$ cat config.mk
export PLATFORM = sky130hd
export DESIGN_NAME = unique_key_set_table
export DESIGN_NICKNAME = d
export VERILOG_FILES = /design/src/design/ukst_pkg.sv /design/src/design/ukst_ctrl.sv /design/src/design/ukst_dp.sv /design/src/design/unique_key_set_table.sv
export SDC_FILE = /design/constraint.sdc
export NUM_CORES = 1
export LEC_CHECK = 0
export BUFFER_PORTS_ARGS = -buffer_cell sky130_fd_sc_hd__buf_2
export CAP_MARGIN = 25
export CORE_AREA = 2 2 228 230
export CTS_CLUSTER_SIZE = 12
export DETAILED_ROUTE_END_ITERATION = 8
export DIE_AREA = 0 0 230 232
export GPL_TIMING_DRIVEN = 0
export PLACE_DENSITY = 0.5
export RECOVER_POWER = 100
export SETUP_SLACK_MARGIN = 0.05
export SYNTH_ARGS = -nofsm -noshare
export SYNTH_HDL_FRONTEND = slang
export SYNTH_SLANG_ARGS = --single-unit
$ cat constraint.sdc
create_clock -name clk -period 9.3 [get_ports clk]
set_clock_uncertainty 0.05 [all_clocks]
set_input_delay 1.86 -clock clk [delete_from_list [all_inputs] [get_ports clk]]
set_output_delay 1.86 -clock clk [all_outputs]
set_load 0.01 [all_outputs]
$ cat src/design/ukst_pkg.sv
// ----------------------------------------------------------------------------
// ukst_pkg
// Shared types and constants for the unique key set table: command and
// status codes, controller states, and the controller/datapath link structs.
// ----------------------------------------------------------------------------
package ukst_pkg;

  localparam int CAPACITY_DEF  = 16;
  localparam int KEY_W         = 8;
  localparam int ENTRY_COUNT_W = 5;

  typedef enum logic [1:0] {
    CMD_ADD    = 2'd0,
    CMD_REMOVE = 2'd1,
    CMD_QUERY  = 2'd2,
    CMD_DUMP   = 2'd3
  } cmd_t;

  typedef enum logic [1:0] {
    ST_OK      = 2'd0,
    ST_FULL    = 2'd1,
    ST_MISSING = 2'd2
  } status_t;

  typedef enum logic [1:0] {
    S_IDLE,
    S_EXEC,
    S_DUMP
  } state_t;

  // Controller to datapath
  typedef struct packed {
    logic load;       // capture the request fields
    logic exec;       // run add/remove/query or empty dump, emit one result
    logic dump_emit;  // emit the entry at the dump index and advance it
  } ctrl_cmd_t;

  // Datapath to controller
  typedef struct packed {
    logic is_dump;    // captured request is a dump
    logic empty;      // no entries stored
    logic dump_last;  // dump index points at the final stored entry
  } dp_stat_t;

endpackage

$ cat src/design/ukst_ctrl.sv
// ----------------------------------------------------------------------------
// ukst_ctrl
// Sequencer for the key set table: accepts a request, runs it and, for a
// dump, steps through the stored entries one per cycle.
// ----------------------------------------------------------------------------
module ukst_ctrl (
  input  logic               clk,
  input  logic               rst_n,
  input  logic               start,
  output logic               busy,
  input  ukst_pkg::dp_stat_t stat,
  output ukst_pkg::ctrl_cmd_t cmd
);
  import ukst_pkg::*;

  state_t state_r;
  state_t state_nxt;

  // State register
  always_ff @(posedge clk) begin
    if (!rst_n) begin
      state_r <= S_IDLE;
    end else begin
      state_r <= state_nxt;
    end
  end

  assign busy = (state_r != S_IDLE);

  // Next state and datapath commands
  always_comb begin
    state_nxt = state_r;
    cmd       = '0;
    case (state_r)
      S_IDLE: begin
        if (start) begin
          cmd.load  = 1'b1;
          state_nxt = S_EXEC;
        end
      end
      S_EXEC: begin
        if (stat.is_dump && !stat.empty) begin
          cmd.dump_emit = 1'b1;
          state_nxt     = stat.dump_last ? S_IDLE : S_DUMP;
        end else begin
          cmd.exec  = 1'b1;
          state_nxt = S_IDLE;
        end
      end
      S_DUMP: begin
        cmd.dump_emit = 1'b1;
        state_nxt     = stat.dump_last ? S_IDLE : S_DUMP;
      end
      default: begin
        state_nxt = S_IDLE;
      end
    endcase
  end

endmodule

$ cat src/design/ukst_dp.sv
// ----------------------------------------------------------------------------
// ukst_dp
// Datapath of the key set table: entry registers, parallel key match,
// append, compacting remove, dump read and the result register.
// ----------------------------------------------------------------------------
module ukst_dp #(
  parameter int CAPACITY = ukst_pkg::CAPACITY_DEF
) (
  input  logic                                 clk,
  input  logic                                 rst_n,
  input  ukst_pkg::ctrl_cmd_t                  cmd,
  output ukst_pkg::dp_stat_t                   stat,
  input  logic [1:0]                           in_cmd,
  input  logic [ukst_pkg::KEY_W-1:0]           in_key_bank,
  input  logic [ukst_pkg::KEY_W-1:0]           in_key_sensor,
  output logic                                 out_valid,
  output logic [1:0]                           out_status,
  output logic                                 out_hit,
  output logic [ukst_pkg::ENTRY_COUNT_W-1:0]   out_entry_count,
  output logic [ukst_pkg::KEY_W-1:0]           out_bank,
  output logic [ukst_pkg::KEY_W-1:0]           out_sensor,
  output logic                                 out_last
);
  import ukst_pkg::*;

  localparam int IDX_W = (CAPACITY > 1) ? $clog2(CAPACITY) : 1;
  localparam int CNT_W = $clog2(CAPACITY + 1);

  // Request capture
  cmd_t             req_cmd_r;
  logic [KEY_W-1:0] req_bank_r;
  logic [KEY_W-1:0] req_sensor_r;

  // Entry storage and control
  logic [KEY_W-1:0] bank_r   [CAPACITY];
  logic [KEY_W-1:0] sensor_r [CAPACITY];
  logic [CNT_W-1:0] cnt_r;
  logic [CNT_W-1:0] cnt_nxt;
  logic [IDX_W-1:0] idx_r;

  // Result register
  logic                     valid_r;
  status_t                  status_r;
  logic                     hit_r;
  logic [ENTRY_COUNT_W-1:0] count_r;
  logic [KEY_W-1:0]         bank_out_r;
  logic [KEY_W-1:0]         sensor_out_r;
  logic                     last_r;

  logic [CAPACITY-1:0] match;
  logic [CAPACITY-1:0] shift_en;
  logic                found;
  logic                full;
  logic                do_add;
  logic                do_remove;

  // Match the captured key against every live entry
  always_comb begin
    logic seen;
    seen = 1'b0;
    for (int i = 0; i < CAPACITY; i++) begin
      match[i]    = (CNT_W'(i) < cnt_r) && (bank_r[i] == req_bank_r) &&
                    (sensor_r[i] == req_sensor_r);
      seen        = seen | match[i];
      shift_en[i] = seen;
    end
  end

  assign found = |match;
  assign full  = (cnt_r == CNT_W'(CAPACITY));

  assign do_add    = cmd.exec && (req_cmd_r == CMD_ADD) && !full && !found;
  assign do_remove = cmd.exec && (req_cmd_r == CMD_REMOVE) && found;

  always_comb begin
    cnt_nxt = cnt_r;
    if (do_add) begin
      cnt_nxt = cnt_r + CNT_W'(1);
    end else if (do_remove) begin
      cnt_nxt = cnt_r - CNT_W'(1);
    end
  end

  assign stat.is_dump   = (req_cmd_r == CMD_DUMP);
  assign stat.empty     = (cnt_r == '0);
  assign stat.dump_last = ((CNT_W'(idx_r) + CNT_W'(1)) == cnt_r);

  // Capture the request fields
  always_ff @(posedge clk) begin
    if (cmd.load) begin
      req_cmd_r    <= cmd_t'(in_cmd);
      req_bank_r   <= in_key_bank;
      req_sensor_r <= in_key_sensor;
    end
  end

  // Append on add, compact down on remove
  always_ff @(posedge clk) begin
    if (do_add) begin
      bank_r[cnt_r[IDX_W-1:0]]   <= req_bank_r;
      sensor_r[cnt_r[IDX_W-1:0]] <= req_sensor_r;
    end else if (do_remove) begin
      for (int i = 0; i < CAPACITY - 1; i++) begin
        if (shift_en[i]) begin
          bank_r[i]   <= bank_r[i+1];
          sensor_r[i] <= sensor_r[i+1];
        end
      end
    end
  end

  // Count and dump index
  always_ff @(posedge clk) begin
    if (!rst_n) begin
      cnt_r <= '0;
      idx_r <= '0;
    end else begin
      cnt_r <= cnt_nxt;
      if (cmd.load) begin
        idx_r <= '0;
      end else if (cmd.dump_emit) begin
        idx_r <= idx_r + IDX_W'(1);
      end
    end
  end

  // Result strobe
  always_ff @(posedge clk) begin
    if (!rst_n) begin
      valid_r <= 1'b0;
    end else begin
      valid_r <= cmd.exec || cmd.dump_emit;
    end
  end

  // Result payload
  always_ff @(posedge clk) begin
    if (cmd.dump_emit) begin
      status_r     <= ST_OK;
      hit_r        <= 1'b0;
      count_r      <= ENTRY_COUNT_W'(cnt_r);
      bank_out_r   <= bank_r[idx_r];
      sensor_out_r <= sensor_r[idx_r];
      last_r       <= stat.dump_last;
    end else if (cmd.exec) begin
      status_r     <= ST_OK;
      hit_r        <= 1'b0;
      count_r      <= ENTRY_COUNT_W'(cnt_nxt);
      bank_out_r   <= '0;
      sensor_out_r <= '0;
      last_r       <= 1'b1;
      case (req_cmd_r)
        CMD_ADD: begin
          if (full) begin
            status_r <= ST_FULL;
          end
        end
        CMD_REMOVE: begin
          if (!found) begin
            status_r <= ST_MISSING;
          end
        end
        CMD_QUERY: begin
          hit_r <= found;
        end
        default: begin
          // empty dump: all zero but last
        end
      endcase
    end
  end

  assign out_valid       = valid_r;
  assign out_status      = status_r;
  assign out_hit         = hit_r;
  assign out_entry_count = count_r;
  assign out_bank        = bank_out_r;
  assign out_sensor      = sensor_out_r;
  assign out_last        = last_r;

  // Count stays within the table
  a_cnt_bound: assert property (@(posedge clk) disable iff (!rst_n)
    cnt_r <= CNT_W'(CAPACITY))
    else $error("entry count exceeds capacity");

  // Dump reads only live entries
  a_dump_live: assert property (@(posedge clk) disable iff (!rst_n)
    cmd.dump_emit |-> (CNT_W'(idx_r) < cnt_r))
    else $error("dump index beyond stored entries");

  // Add on a full table reports full and leaves the count alone
  a_add_full: assert property (@(posedge clk) disable iff (!rst_n)
    (cmd.exec && (req_cmd_r == CMD_ADD) && full) |=>
      (valid_r && (status_r == ST_FULL) && $stable(cnt_r)))
    else $error("add on full table mishandled");

  // Remove that finds nothing keeps the count
  a_rem_miss: assert property (@(posedge clk) disable iff (!rst_n)
    (cmd.exec && (req_cmd_r == CMD_REMOVE) && !found) |=>
      ((status_r == ST_MISSING) && $stable(cnt_r)))
    else $error("remove miss mishandled");

endmodule

$ cat src/design/unique_key_set_table.sv
// ----------------------------------------------------------------------------
// unique_key_set_table
// Bounded set of unique (bank, sensor) keys, packed in insertion order, with
// add, remove with compaction, membership query and full dump.
// ----------------------------------------------------------------------------
// A request is taken when start is high and busy is low. For add, remove and
// query the request is captured, then all stored entries are compared in
// parallel and the table is appended or compacted; the single result shows on
// the out_ ports for one cycle with out_valid high, and busy drops in that
// same cycle so the next request can follow at once. A dump of N entries
// streams one entry per cycle with out_valid high on each and out_last on the
// final one; a dump of an empty table gives one all-zero result with out_last
// set. The receiver cannot stall: every result must be taken in the cycle it
// is shown.
module unique_key_set_table #(
  parameter int CAPACITY = ukst_pkg::CAPACITY_DEF
) (
  input  logic                                 clk,
  input  logic                                 rst_n,
  input  logic                                 start,
  output logic                                 busy,
  input  logic [1:0]                           in_cmd,
  input  logic [ukst_pkg::KEY_W-1:0]           in_key_bank,
  input  logic [ukst_pkg::KEY_W-1:0]           in_key_sensor,
  output logic                                 out_valid,
  output logic [1:0]                           out_status,
  output logic                                 out_hit,
  output logic [ukst_pkg::ENTRY_COUNT_W-1:0]   out_entry_count,
  output logic [ukst_pkg::KEY_W-1:0]           out_bank,
  output logic [ukst_pkg::KEY_W-1:0]           out_sensor,
  output logic                                 out_last
);
  import ukst_pkg::*;

  ctrl_cmd_t ctrl_cmd;
  dp_stat_t  dp_stat;

  // Sequencer
  ukst_ctrl u_ctrl (
    .clk   (clk),
    .rst_n (rst_n),
    .start (start),
    .busy  (busy),
    .stat  (dp_stat),
    .cmd   (ctrl_cmd)
  );

  // Storage and result path
  ukst_dp #(
    .CAPACITY (CAPACITY)
  ) u_dp (
    .clk             (clk),
    .rst_n           (rst_n),
    .cmd             (ctrl_cmd),
    .stat            (dp_stat),
    .in_cmd          (in_cmd),
    .in_key_bank     (in_key_bank),
    .in_key_sensor   (in_key_sensor),
    .out_valid       (out_valid),
    .out_status      (out_status),
    .out_hit         (out_hit),
    .out_entry_count (out_entry_count),
    .out_bank        (out_bank),
    .out_sensor      (out_sensor),
    .out_last        (out_last)
  );

endmodule

==> reports/metrics.cfg <==
[run_status]
status=complete, but fails checks
violations=capacitance limit, slew limit

[global_route]
grt_pass1_vias=12800
grt_max_degree=23
grt_pass1_wl_mm=95.5
grt_overflow=0
grtUsageTotal_pct=25.6
antenna_found_initial=1

[cts]
h-tree-depth=2
path_clk_slew_ps=60
tritoncts=yes
cts_resized=0
cts_hold_buf=0
numCtsBuffers=39
clkSinkCount=315
insertion_delay_ps=580
cts_buffer_depth=3
cts-root-buf=clkbuf_16
post-cts-setup-buffers=0

[logic_synthesis]
synth_edf_count=296
ys.flop_type=edfxtp_1
ys_warn_count=0
ys_types=72
ys_async_sr_fraction_pct=0
synth_cells=1394
synth_area_leaders=edfxtp_1 47%, mux2_2 11%, mux4_2 9.4%, xor2_1 6.2%, xnor2_1 6.1%
syn_avg_cell_area_um2=13.7
seq_area_frac_synth_pct=48.5
ys_seq_elements=315
synth_area_um2=19100
syn_nets=1425
synth_top_area_share_pct=46.5
synth_area_leader_cell=edfxtp_1

[sta]
hold_viol_final=0
layout_min_cycle_time_ps=6990
rsz0062_at_grt=no
slew_violations=60
timing.slew.headroom_pct=-64.9
worst_slew_pin_slew_ps=2450
hold_slack_ps=389
fin_crit_sh_pct=75.1
setup_violations=0
setup_tns_ps=0
fmax_ghz=0.143

[setup_path]
worstReg2RegStart=u_dp.req_bank_r[7]
crit_family=buffers and inverters
path_cells=clkbuf_1 -> clkbuf_1 -> clkbuf_1 -> xnor2_1 -> nand4_1 -> nor4_1 -> nor4_1 -> and4_4 -> clkbuf_1 -> nor2_1 -> clkbuf_1 -> nand2_1 -> clkbuf_1 -> o21ai_0 -> buf_8
critPathArrivalTime_ps=7260
slowest_delay_ps=690
cp.depth=15
cp_slowest_cell=clkbuf_1
cp_common_cell=clkbuf_1
critPathLaunchType=register
criticalPathCategory=reg2reg
rr_worst_depth=15
path_buf_inv=7
r2r-end=u_dp.bank_r[12][1]
crit_path_end_kind=register
crit_path_max_fanout=10
r2r_slack_ps=2310
cp_data_required_time_ps=9580

[placement]
gp_congestion=0.952
port-buffer-count=47
dpl.hpwl_mm=54.9
place_area_um2=20500

[routing]
dr.pass1.iters=5
wl_per_cell_um=31.0
ant_nets=0
avgViaCountPerCell=5.83
drc=0
vias=12900
wirelength_mm=68.6
drtIter0Drc=1431

[min_path]
hold_start=u_dp.req_bank_r[4]
min_to=u_dp.bank_r[15][4]
whs_path_depth=0
hold_class=reg2reg

[die]
die_width_um=230
start_util_pct=37.6
core_area_um2=50900
die_h_um=232
die_area_um2=53400
rows=83
ios=48

[finish]
syn_to_final_growth_pct=12.1
fillers=4835
final_area_um2=21400
antenna_cells=0
drive_gt1_share_pct=26.5
nets=1531

[power_and_ir_drop]
vdd_drop_max_uv=134
powerDensity_nw_per_um2=163
p_leak_nw=6.73

[flow_run]
max_cap_viol_count=5

[metal layers]
| layer | vias up | track usage (%) | routed length, um |
|---|---|---|---|
| met5 | - | 0 | 0 |
| met4 | 0 | 11.9 | 3390 |
| met3 | 125 | 3.13 | 4460 |
| met2 | 571 | 40.5 | 31500 |
| met1 | 6634 | 35.0 | 29300 |
| li1 | 5550 | - | - |
[synth_stat cells, types with 5 or more instances]
cell      number
edfxtp_1     296
mux2_2       188
xor2_1       135
xnor2_1      133
mux4_2        80
nor4_1        46
clkbuf_1      43
nand2_1       43
nand4_1       43
buf_2         37
mux2_1        34
nor2_1        33
nor3_1        23
o21ai_0       20
and2_1        19
dfxtp_1       19
mux2_4        18
buf_4         16
nand3_1       15
buf_6         11
inv_1         11
a21oi_1       10
ha_1          10
nand2b_1       9
buf_1          8
nor3b_1        8
or3_1          8
nor2b_1        5
o22ai_1        5
[placed cells by master (no fill, tap or decap), types with 34 or more instances in the layout]
cell type / n
buf_2: 46
clkbuf_1: 106
clkbuf_16: 41
edfxtp_1: 296
mux2_1: 54
mux2_2: 184
mux4_2: 80
nand2_1: 46
nand4_1: 43
nor2_1: 34
nor4_1: 48
xnor2_1: 133
xor2_1: 135
[kinds of logic (layout without fill, tap and decap cells)]
logic type      Yosys count  after routing  share of synthesized area [%]
simple gates            287            287                           8.71
flops                   315            315                           48.5
xor+xnor                268            268                           12.3
compound gates           66             66                           2.36
buf+inv                 126            262                           3.46
mux                     322            322                           24.0
fa+ha+maj                10             10                          0.655
[flip-flops by register name (all words and copies together), names as in the netlist, 4 cells and up, named ones only]
signal                cells
u_dp.sensor_r           128
u_dp.out_sensor           8
u_dp.req_sensor_r         8
u_dp.out_bank             8
u_dp.req_bank_r           8
u_dp.bank_r             128
u_dp.idx_r                4
u_dp.out_entry_count      5
u_dp.cnt_r                5
[final cells by class]
cell class / instances / area [um2] / share of cell area, %
Sequential cell: 315 / 9270 / 43.3
Multi-Input combinational cell: 953 / 9070 / 42.3
Clock buffer: 46 / 1050 / 4.92
Tap cell: 680 / 851 / 3.97
Buffer: 115 / 553 / 2.58
Timing Repair Buffer: 65 / 350 / 1.63
Clock inverter: 25 / 240 / 1.12
Inverter: 11 / 41.3 / 0.193
[power by group]
part | switching [mW] | total (mW) | internal [mW]
registers | 0.00846 | 1.58 | 1.58
logic | 0.213 | 0.337 | 0.123
clock network | 0.652 | 1.58 | 0.925
total | 0.873 | 3.50 | 2.62
[worst max path at each step]
stage,start,endpoint,slack [ps]
after floorplan,u_dp.req_sensor_r[1],u_dp.bank_r[11][0],5330
after global placement,u_dp.req_sensor_r[0],u_dp.bank_r[1][1],2790
after detailed placement,u_dp.req_bank_r[7],u_dp.bank_r[0][1],4390
after CTS,u_dp.req_bank_r[7],u_dp.bank_r[0][4],4340
after global routing,u_dp.req_bank_r[7],u_dp.bank_r[11][6],2150
final,u_dp.req_bank_r[7],u_dp.bank_r[12][1],2310
[stage by stage]
stage               worst slack [ps]  instances  util (%)  power, mW
floorplan                       5330       1394         -       1.83
global placement                2790       2121      39.7       1.95
detailed placement              4390       2137      40.3       1.95
CTS                             4340       2208      42.9       3.52
global route                    2150       2210      42.1       3.58
finish                          2310       2210      42.1       3.50
[worst register-to-register path: stages, from the launching register on]
cell      delay (ps)
edfxtp_1         340
clkbuf_1         450
clkbuf_1         690
clkbuf_1         640
xnor2_1          280
nand4_1          180
nor4_1            60
nor4_1           680
and4_4           380
clkbuf_1         420
nor2_1           170
clkbuf_1         370
nand2_1          410
clkbuf_1         600
o21ai_0          660
buf_8            350
Note: power is estimated with default switching activity, not from simulation.
